[src/hw/rtl/metadata_header_parser_crc_unit_assert.svh]
// Assertion helpers for the header parser. Expect clk_i and rst_ni in scope.
`ifndef METADATA_HEADER_PARSER_CRC_UNIT_ASSERT_SVH
`define METADATA_HEADER_PARSER_CRC_UNIT_ASSERT_SVH

// Property checked on every clock edge out of reset.
`define MHP_ASSERT(lbl, prop, msg) \
  lbl: assert property (@(posedge clk_i) disable iff (!rst_ni) (prop)) else $error(msg);

// Condition in one cycle implies a condition in the next.
`define MHP_ASSERT_NEXT(lbl, ante, cons, msg) \
  lbl: assert property (@(posedge clk_i) disable iff (!rst_ni) (ante) |=> (cons)) \
    else $error(msg);

`endif

[src/hw/rtl/mhp_pkg.sv]
`default_nettype none

package mhp_pkg;

  localparam logic [31:0] CrcPoly   = 32'hEDB88320;
  localparam logic [31:0] CrcInit   = 32'hFFFFFFFF;
  localparam logic [31:0] CrcXorOut = 32'hFFFFFFFF;

  typedef enum logic [0:0] {
    CFG_MAGIC   = 1'b0,
    CFG_VERSION = 1'b1
  } cfg_idx_e;

  typedef enum logic [1:0] {
    KIND_NAME   = 2'd0,
    KIND_HEADER = 2'd1,
    KIND_ERROR  = 2'd2
  } kind_e;

  typedef enum logic [1:0] {
    ST_OK          = 2'd0,
    ST_BAD_MAGIC   = 2'd1,
    ST_BAD_VERSION = 2'd2,
    ST_TRUNCATED   = 2'd3
  } status_e;

  typedef struct packed {
    logic [7:0] data_byte;
    logic       last_byte;
  } in_item_t;

  typedef struct packed {
    logic [1:0]  kind;
    logic [7:0]  name_char;
    logic [15:0] name_length;
    logic [63:0] row_total;
    logic [31:0] column_total;
    logic        compressed;
    logic [31:0] stored_crc;
    logic        checksum_ok;
    logic [1:0]  status;
  } out_item_t;

  typedef struct packed {
    logic [31:0] magic;
    logic [31:0] version;
  } cfg_t;

  // reflected CRC-32, one byte
  function automatic logic [31:0] crc_byte(input logic [31:0] crc, input logic [7:0] b);
    logic [31:0] c;
    c = crc ^ {24'd0, b};
    for (int k = 0; k < 8; k++) begin
      c = c[0] ? ((c >> 1) ^ CrcPoly) : (c >> 1);
    end
    return c;
  endfunction

endpackage

`default_nettype wire

[src/hw/rtl/mhp_cfg_regs.sv]
`default_nettype none

module mhp_cfg_regs (
  input  wire logic          clk_i,
  input  wire logic          rst_ni,
  input  wire logic          cfg_valid_i,
  input  wire logic [0:0]    cfg_index_i,
  input  wire logic [31:0]   cfg_data_i,
  output      mhp_pkg::cfg_t cfg_o
);
  import mhp_pkg::*;

  cfg_t cfg_q;

  always_ff @(posedge clk_i or negedge rst_ni) begin
    if (!rst_ni) begin
      cfg_q <= '0;
    end else if (cfg_valid_i) begin
      case (cfg_idx_e'(cfg_index_i))
        CFG_MAGIC:   cfg_q.magic   <= cfg_data_i;
        CFG_VERSION: cfg_q.version <= cfg_data_i;
        default: ;
      endcase
    end
  end

  assign cfg_o = cfg_q;

endmodule

`default_nettype wire

[src/hw/rtl/mhp_parser.sv]
`default_nettype none

module mhp_parser (
  input  wire logic               clk_i,
  input  wire logic               rst_ni,
  input  wire logic               step_i,
  input  wire mhp_pkg::in_item_t  item_i,
  input  wire mhp_pkg::cfg_t      cfg_i,
  output      logic               res_valid_o,
  output      mhp_pkg::out_item_t res_o
);
  import mhp_pkg::*;

  typedef enum logic [3:0] {
    PH_MAGIC   = 4'd0,
    PH_VERSION = 4'd1,
    PH_NLEN    = 4'd2,
    PH_NAME    = 4'd3,
    PH_ROWS    = 4'd4,
    PH_COLS    = 4'd5,
    PH_COMP    = 4'd6,
    PH_CRC     = 4'd7,
    PH_DONE    = 4'd8
  } phase_e;

  phase_e      phase_q, phase_d;
  logic [2:0]  idx_q, idx_d;
  logic [15:0] left_q, left_d;
  logic [63:0] shift_q, shift_d;
  logic [31:0] crc_q, crc_d;
  logic [15:0] nlen_q, nlen_d;
  logic [63:0] rows_q, rows_d;
  logic [31:0] cols_q, cols_d;
  logic        comp_q, comp_d;
  logic        err_q, err_d;

  logic [7:0]  b;
  logic        last;
  logic        skip;
  logic [63:0] shift_new;
  logic [2:0]  idx_inc;
  logic [2:0]  flen;
  logic        complete;
  status_e     err;

  assign b    = item_i.data_byte;
  assign last = item_i.last_byte;
  assign skip = err_q || (phase_q == PH_DONE);
  assign idx_inc  = idx_q + 3'd1;
  assign complete = (idx_inc == flen);

  always_comb begin
    for (int k = 0; k < 8; k++) begin
      shift_new[8*k +: 8] = (idx_q == 3'(k)) ? b : shift_q[8*k +: 8];
    end
  end

  always_comb begin
    case (phase_q)
      PH_MAGIC, PH_VERSION, PH_COLS, PH_CRC: flen = 3'd4;
      PH_NLEN: flen = 3'd2;
      PH_ROWS: flen = 3'd0;
      default: flen = 3'd1;
    endcase
  end

  always_comb begin
    phase_d = phase_q;
    idx_d   = idx_q;
    left_d  = left_q;
    shift_d = shift_q;
    crc_d   = crc_q;
    nlen_d  = nlen_q;
    rows_d  = rows_q;
    cols_d  = cols_q;
    comp_d  = comp_q;
    err_d   = err_q;
    err     = ST_OK;
    res_valid_o = 1'b0;
    res_o       = '0;

    if (!skip) begin
      if (phase_q != PH_CRC) begin
        crc_d = crc_byte(crc_q, b);
      end
      if (phase_q == PH_NAME) begin
        res_valid_o       = 1'b1;
        res_o.kind        = KIND_NAME;
        res_o.name_char   = b;
        res_o.name_length = nlen_q;
        left_d = left_q - 16'd1;
        if (left_d == 16'd0) begin
          phase_d = PH_ROWS;
        end
      end else if (complete) begin
        idx_d   = '0;
        shift_d = '0;
        case (phase_q)
          PH_MAGIC: begin
            if (shift_new[31:0] != cfg_i.magic) err = ST_BAD_MAGIC;
            else phase_d = PH_VERSION;
          end
          PH_VERSION: begin
            if (shift_new[31:0] != cfg_i.version) err = ST_BAD_VERSION;
            else phase_d = PH_NLEN;
          end
          PH_NLEN: begin
            nlen_d  = shift_new[15:0];
            left_d  = shift_new[15:0];
            phase_d = (shift_new[15:0] != 16'd0) ? PH_NAME : PH_ROWS;
          end
          PH_ROWS: begin
            rows_d  = shift_new;
            phase_d = PH_COLS;
          end
          PH_COLS: begin
            cols_d  = shift_new[31:0];
            phase_d = PH_COMP;
          end
          PH_COMP: begin
            comp_d  = (shift_new[7:0] != 8'd0);
            phase_d = PH_CRC;
          end
          PH_CRC: begin
            res_valid_o        = 1'b1;
            res_o.kind         = KIND_HEADER;
            res_o.name_length  = nlen_q;
            res_o.row_total    = rows_q;
            res_o.column_total = cols_q;
            res_o.compressed   = comp_q;
            res_o.stored_crc   = shift_new[31:0];
            res_o.checksum_ok  = ((crc_q ^ CrcXorOut) == shift_new[31:0]);
            phase_d = PH_DONE;
          end
          default: ;
        endcase
      end else begin
        idx_d   = idx_inc;
        shift_d = shift_new;
      end

      if (err == ST_OK && last && phase_d != PH_DONE) begin
        err = ST_TRUNCATED;
      end
      if (err != ST_OK) begin
        res_valid_o  = 1'b1;
        res_o        = '0;
        res_o.kind   = KIND_ERROR;
        res_o.status = err;
        err_d        = 1'b1;
      end
    end

    if (last) begin
      phase_d = PH_MAGIC;
      idx_d   = '0;
      left_d  = '0;
      shift_d = '0;
      crc_d   = CrcInit;
      nlen_d  = '0;
      rows_d  = '0;
      cols_d  = '0;
      comp_d  = 1'b0;
      err_d   = 1'b0;
    end
  end

  always_ff @(posedge clk_i or negedge rst_ni) begin
    if (!rst_ni) begin
      phase_q <= PH_MAGIC;
      idx_q   <= '0;
      left_q  <= '0;
      shift_q <= '0;
      crc_q   <= CrcInit;
      nlen_q  <= '0;
      rows_q  <= '0;
      cols_q  <= '0;
      comp_q  <= 1'b0;
      err_q   <= 1'b0;
    end else if (step_i) begin
      phase_q <= phase_d;
      idx_q   <= idx_d;
      left_q  <= left_d;
      shift_q <= shift_d;
      crc_q   <= crc_d;
      nlen_q  <= nlen_d;
      rows_q  <= rows_d;
      cols_q  <= cols_d;
      comp_q  <= comp_d;
      err_q   <= err_d;
    end
  end

endmodule

`default_nettype wire

[src/hw/rtl/metadata_header_parser_crc_unit.sv]
`default_nettype none
// Channel  | Dir | Handshake                 | Payload
// ---------+-----+---------------------------+----------------------------
// in       | in  | in_valid_i / in_ready_o   | in_data_i (in_item_t)
// out      | out | out_valid_o / out_ready_i | out_data_o (out_item_t)
// cfg      | in  | cfg_valid_i / cfg_ready_o | cfg_index_i, cfg_data_i
//
// One byte per cycle unless the output stalls; each byte is registered, then its result.
// The byte-wise CRC and field assembly sit between the input and result registers.
// rst_ni clears parse state, config registers and both valid flags.
// A stalled result blocks the parse step; the input register still takes one more byte.
// Bytes that give no result still wait for a free result register slot.

module metadata_header_parser_crc_unit (
  input  wire logic               clk_i,
  input  wire logic               rst_ni,
  input  wire logic               in_valid_i,
  output      logic               in_ready_o,
  input  wire mhp_pkg::in_item_t  in_data_i,
  output      logic               out_valid_o,
  input  wire logic               out_ready_i,
  output      mhp_pkg::out_item_t out_data_o,
  input  wire logic               cfg_valid_i,
  output      logic               cfg_ready_o,
  input  wire logic [0:0]         cfg_index_i,
  input  wire logic [31:0]        cfg_data_i
);
  import mhp_pkg::*;

  cfg_t      cfg;
  in_item_t  in_q;
  logic      in_valid_q;
  out_item_t out_q;
  logic      out_valid_q;
  logic      advance;
  logic      res_valid;
  out_item_t res;
  logic      out_stall;
  logic      out_err;

  assign cfg_ready_o = 1'b1;
  assign advance     = in_valid_q && (!out_valid_q || out_ready_i);
  assign in_ready_o  = !in_valid_q || advance;
  assign out_valid_o = out_valid_q;
  assign out_data_o  = out_q;
  assign out_stall   = out_valid_q && !out_ready_i;
  assign out_err     = out_valid_o && (out_data_o.kind == KIND_ERROR);

  mhp_cfg_regs u_cfg (
    .clk_i       (clk_i),
    .rst_ni      (rst_ni),
    .cfg_valid_i (cfg_valid_i),
    .cfg_index_i (cfg_index_i),
    .cfg_data_i  (cfg_data_i),
    .cfg_o       (cfg)
  );

  mhp_parser u_parser (
    .clk_i       (clk_i),
    .rst_ni      (rst_ni),
    .step_i      (advance),
    .item_i      (in_q),
    .cfg_i       (cfg),
    .res_valid_o (res_valid),
    .res_o       (res)
  );

  always_ff @(posedge clk_i or negedge rst_ni) begin
    if (!rst_ni) begin
      in_valid_q <= 1'b0;
    end else if (in_valid_i && in_ready_o) begin
      in_valid_q <= 1'b1;
    end else if (advance) begin
      in_valid_q <= 1'b0;
    end
  end

  always_ff @(posedge clk_i) begin
    if (in_valid_i && in_ready_o) begin
      in_q <= in_data_i;
    end
  end

  always_ff @(posedge clk_i or negedge rst_ni) begin
    if (!rst_ni) begin
      out_valid_q <= 1'b0;
    end else if (advance) begin
      out_valid_q <= res_valid;
    end else if (out_ready_i) begin
      out_valid_q <= 1'b0;
    end
  end

  always_ff @(posedge clk_i) begin
    if (advance) begin
      out_q <= res;
    end
  end

`include "metadata_header_parser_crc_unit_assert.svh"

  `MHP_ASSERT(a_no_step_on_stall, !(out_stall && advance), "step while stalled")
  `MHP_ASSERT(a_ready_low_cause, in_ready_o || (in_valid_q && out_stall), "bad ready")
  `MHP_ASSERT(a_kind_legal, !out_valid_o || out_data_o.kind <= KIND_ERROR, "illegal kind")
  `MHP_ASSERT(a_err_has_status, !out_err || out_data_o.status != ST_OK, "error without status")
  `MHP_ASSERT_NEXT(a_result_lands, advance && res_valid, out_valid_q, "result lost")

endmodule

`default_nettype wire

[config.mk]
export PLATFORM = sky130hd
export DESIGN_NAME = metadata_header_parser_crc_unit
export DESIGN_NICKNAME = d
export VERILOG_FILES = /design/src/hw/rtl/mhp_pkg.sv /design/src/hw/rtl/mhp_cfg_regs.sv /design/src/hw/rtl/mhp_parser.sv /design/src/hw/rtl/metadata_header_parser_crc_unit.sv
export VERILOG_INCLUDE_DIRS = /design/src /design/src/hw/rtl
export SDC_FILE = /design/constraint.sdc
export NUM_CORES = 1
export LEC_CHECK = 0
export BUFFER_PORTS_ARGS = -buffer_cell sky130_fd_sc_hd__buf_2
export CORE_UTILIZATION = 30
export DETAILED_ROUTE_END_ITERATION = 10
export PLACE_DENSITY = 0.42
export SYNTH_ARGS = -nofsm -noshare
export SYNTH_HDL_FRONTEND = slang
export SYNTH_HIERARCHICAL = 1
export SYNTH_SLANG_ARGS = --single-unit
[constraint.sdc]
create_clock -name clk_i -period 5.1 [get_ports clk_i]
set_clock_uncertainty 0.05 [all_clocks]
set_input_delay 0.51 -clock clk_i [delete_from_list [all_inputs] [get_ports clk_i]]
set_output_delay 0.51 -clock clk_i [all_outputs]
set_load 0.02 [all_outputs]
==> reports/metrics.yaml <==
timing:
  finalCritPeriodShare_pct: 85.8
  grt_setup_unrepaired: "no"
  drv_slew: 0
  relSlewSlack_pct: 17.5
  tns_ns: 0
  fin_crit_ns: 4.38
  setup_viol: 0
  final-hold-violation-count: 0
  tightest_slew_ns: 1.24
  fmax_mhz: 228
worst_setup_path:
  crit_slowest_cell: "nand2b_1"
  cp_data_arrival_time_ns: 4.69
  r2r_start: "u_parser/idx_q[0]"
  reg2reg_to: "out_data_o[136]"
  max_stage_delay_ns: 0.68
  end_kind: "register"
  cp_num_cells: 12
  cp_top_family: "simple AND/OR/NAND/NOR gates"
  required_ns: 5.41
  rr_worst_depth: 12
  critPathMaxFanout: 19
  path_buf_inv: 2
  start_kind: "register"
  path_cells: "inv_1 -> ha_1 -> nand2b_1 -> mux2i_1 -> nor2_1 -> a211oi_1 -> nand4_1 -> or3_1 -> o221ai_1 -> a31o_1 -> buf_4 -> nor2_1"
  reg2reg_slack_ns: 0.72
  cp_common_cell: "nor2_1"
  crit_type: "register to register"
clocking:
  worstSkewPairLatency_ns: 0.62
  root_buffer: "clkbuf_16"
  cts_max_path_buffers: 3
  path_clk_slew_ns: 0.06
  clkSinkCount: 466
  tritoncts: "done"
  h-tree-depth: 2
  cts_inserted_buffers: 53
synthesis:
  synth_area_per_cell_sq_um: 11.9
  syn_inst: 1828
  yosys.area.top_type_share_pct: 30.8
  synth_edf_count: 167
  synth-main-ff-cell: "dfrtp_1"
  syn_area_sq_mm: 0.0217
  ys_types: 77
  async_flop_share_pct: 64.2
  synthTopCellsByArea: "dfrtp_1 31%, edfxtp_1 23%, mux2_2 6.6%, xnor2_1 4.0%, dfstp_2 3.9%"
  ys_seq_area_share_pct: 57.7
  yosys_warnings: 6
  syn-num-nets: 1883
  synth.largest_area_cell: "dfrtp_1"
  synth_seq_cells: 466
routing:
  vias: 15500
  viasPerCell: 5.14
  drt_pre_antenna_iters: 5
  wl_per_cell_um: 24.7
  postRouteAntennaNets: 0
  first_iter_violations: 1229
  drcViolationCount: 0
  wl_um: 74700
grt:
  overflow: 0
  grt_pass1_wl_um: 109000
  antenna_found_initial: 3
  grt_pass1_vias: 15700
  grt_max_degree: 107
  gr-usage-all-layers_pct: 20.1
cells_and_area:
  fin_nets: 2081
  register_area_sq_mm: 0.0125
  multi_input_area_sq_mm: 0.00854
  fill_cells: 7169
  drive_above_1_share_pct: 27.0
  area_growth_syn_to_layout_pct: 19.3
floorplanning:
  die_x_um: 271
  die_height_um: 271
  core_area_sq_mm: 0.0716
  fp.dieArea_sq_mm: 0.0735
  pin_count: 208
  initial_core_util_pct: 30.3
  num_rows: 98
pwr:
  switching_power_w: 0.00536
  power_w: 0.0146
  powerDensity_mw_per_mm2: 562
  sw_frac_of_total_pct: 36.8
  clkPwrFrac_pct: 29.4
  p_leak_nw: 11.2
  vdd_ir_drop_max_v: 0.000289
  p_comb_share_pct: 33.4
  internal_power_w: 0.00920
  seqPwrFrac_pct: 37.2
place:
  portBuffers: 206
  gp_congestion: 0.941
  hpwlAfterDp_um: 52900
worst_hold_path:
  min_path_type: "input port to register"
  whs_path_depth: 1
  hold_path.startpoint: "in_data_i[6]"
  min_to: "in_q[6]"
status:
  status: "completed"
run:
  drv_cap: 0
worst max path at each step:
stage	endpoint	slack, ns	start
2_1_floorplan	u_parser/nlen_q[10]	0.67	out_ready_i
3_3_place_gp	out_valid_o	0.88	u_parser/idx_q[0]
3_5_place_dp	out_data_o[136]	0.75	u_parser/idx_q[0]
4_1_cts	out_valid_o	0.74	u_parser/idx_q[0]
5_1_grt	out_valid_o	0.49	u_parser/idx_q[0]
6_report	out_data_o[136]	0.72	u_parser/idx_q[0]
power groups by stage:
stage | clock, W | combinational, W | sequential (W)
finish | 0.00428 | 0.00486 | 0.00542
global route | 0.00453 | 0.00520 | 0.00551
CTS | 0.00439 | 0.00485 | 0.00542
detailed placement | 0 | 0.00482 | 0.00549
global placement | 0 | 0.00481 | 0.00549
floorplan | 0 | 0.00304 | 0.00541
per-layer routing:
layer	vias up	GRT usage (%)	share of wire, %
li1	7004	-	-
met1	7845	28.5	46
met2	571	30.8	44
met3	107	4.42	6.5
met4	0	5.43	2.6
met5	-	0	0
metrics by stage:
step	cell area [sq um]	std cells	utilization [%]	hold slack (ns)	setup slack, ns
global placement	23900	2920	33.4	0.404	0.878
floorplan	21700	1828	-	0.164	0.671
detailed placement	23900	2920	33.4	0.412	0.751
CTS	25900	3021	36.2	0.00770	0.737
finish	25900	3022	36.2	0.0351	0.722
global route	25900	3021	36.2	0.0197	0.490
kinds of logic after synthesis:
kind of cell | Yosys count | synth area share, %
xor+xnor | 158 | 6.41
flops | 466 | 57.7
other cells | 1 | 0.0173
simple gates | 522 | 11.8
compound gates | 315 | 9.90
fa+ha+maj | 8 | 0.461
buf+inv | 161 | 3.28
mux | 197 | 10.4
layout make-up:
type / count / share of cell area (%)
Antenna cell: 1 / 0.00966
Clock buffer: 70 / 5.85
Clock inverter: 30 / 1.75
Inverter: 37 / 0.536
Multi-Input combinational cell: 1201 / 33.0
Sequential cell: 466 / 48.4
Tap cell: 950 / 4.59
Timing Repair Buffer: 267 / 5.89
state kept, by name, indices dropped and copies added, names as in the netlist, 3 cells and up:
signal / count
in_q: 9
out_data_o: 158
u_cfg/cfg_o: 64
u_parser/cols_q: 32
u_parser/crc_q: 32
u_parser/idx_q: 3
u_parser/left_q: 16
u_parser/nlen_q: 16
u_parser/phase_q: 4
u_parser/rows_q: 64
u_parser/shift_q: 64
what timing repair did:
item | 4_1_cts | 5_1_grt
buffers inserted | 0 | 0
hold endpoints to repair | 95 | 0
hold buffers | 1 | 0
gates resized for setup | 0 | 0
placed cells by master, fill, tap and decap left out, types with 9 or more instances in the layout:
master	synthesis	routed
a21oi_1	70	69
a22o_1	19	19
a31oi_1	15	15
a32o_1	27	27
and3_1	102	101
buf_2	18	205
buf_4	3	58
bufinv_16	0	11
clkbuf_16	0	56
dfrtp_1	267	267
dfstp_2	32	32
edfxtp_1	167	167
inv_1	36	36
mux2_2	127	127
mux2i_1	47	46
mux2i_2	12	13
nand2_1	124	123
nand3_1	19	19
nand4_1	9	9
nor2_1	165	163
nor2b_1	11	10
nor3_1	28	27
nor4_1	20	20
o21ai_0	68	68
o31ai_1	46	46
o41ai_1	10	10
xnor2_1	100	100
xor2_1	57	57
synth_stat cells, types with 8 or more instances:
| library cell | number |
|---|---|
| a21oi_1 | 70 |
| a22o_1 | 19 |
| a31oi_1 | 15 |
| a32o_1 | 27 |
| and3_1 | 102 |
| buf_1 | 13 |
| buf_2 | 18 |
| clkbuf_1 | 81 |
| dfrtp_1 | 267 |
| dfstp_2 | 32 |
| edfxtp_1 | 167 |
| ha_1 | 8 |
| inv_1 | 36 |
| mux2_2 | 127 |
| mux2_4 | 8 |
| mux2i_1 | 47 |
| mux2i_2 | 12 |
| nand2_1 | 124 |
| nand3_1 | 19 |
| nand4_1 | 9 |
| nor2_1 | 165 |
| nor2b_1 | 11 |
| nor3_1 | 28 |
| nor4_1 | 20 |
| o21ai_0 | 68 |
| o31ai_1 | 46 |
| o41ai_1 | 10 |
| xnor2_1 | 100 |
| xor2_1 | 57 |
No activity file was read; power rests on OpenSTA's default activity.
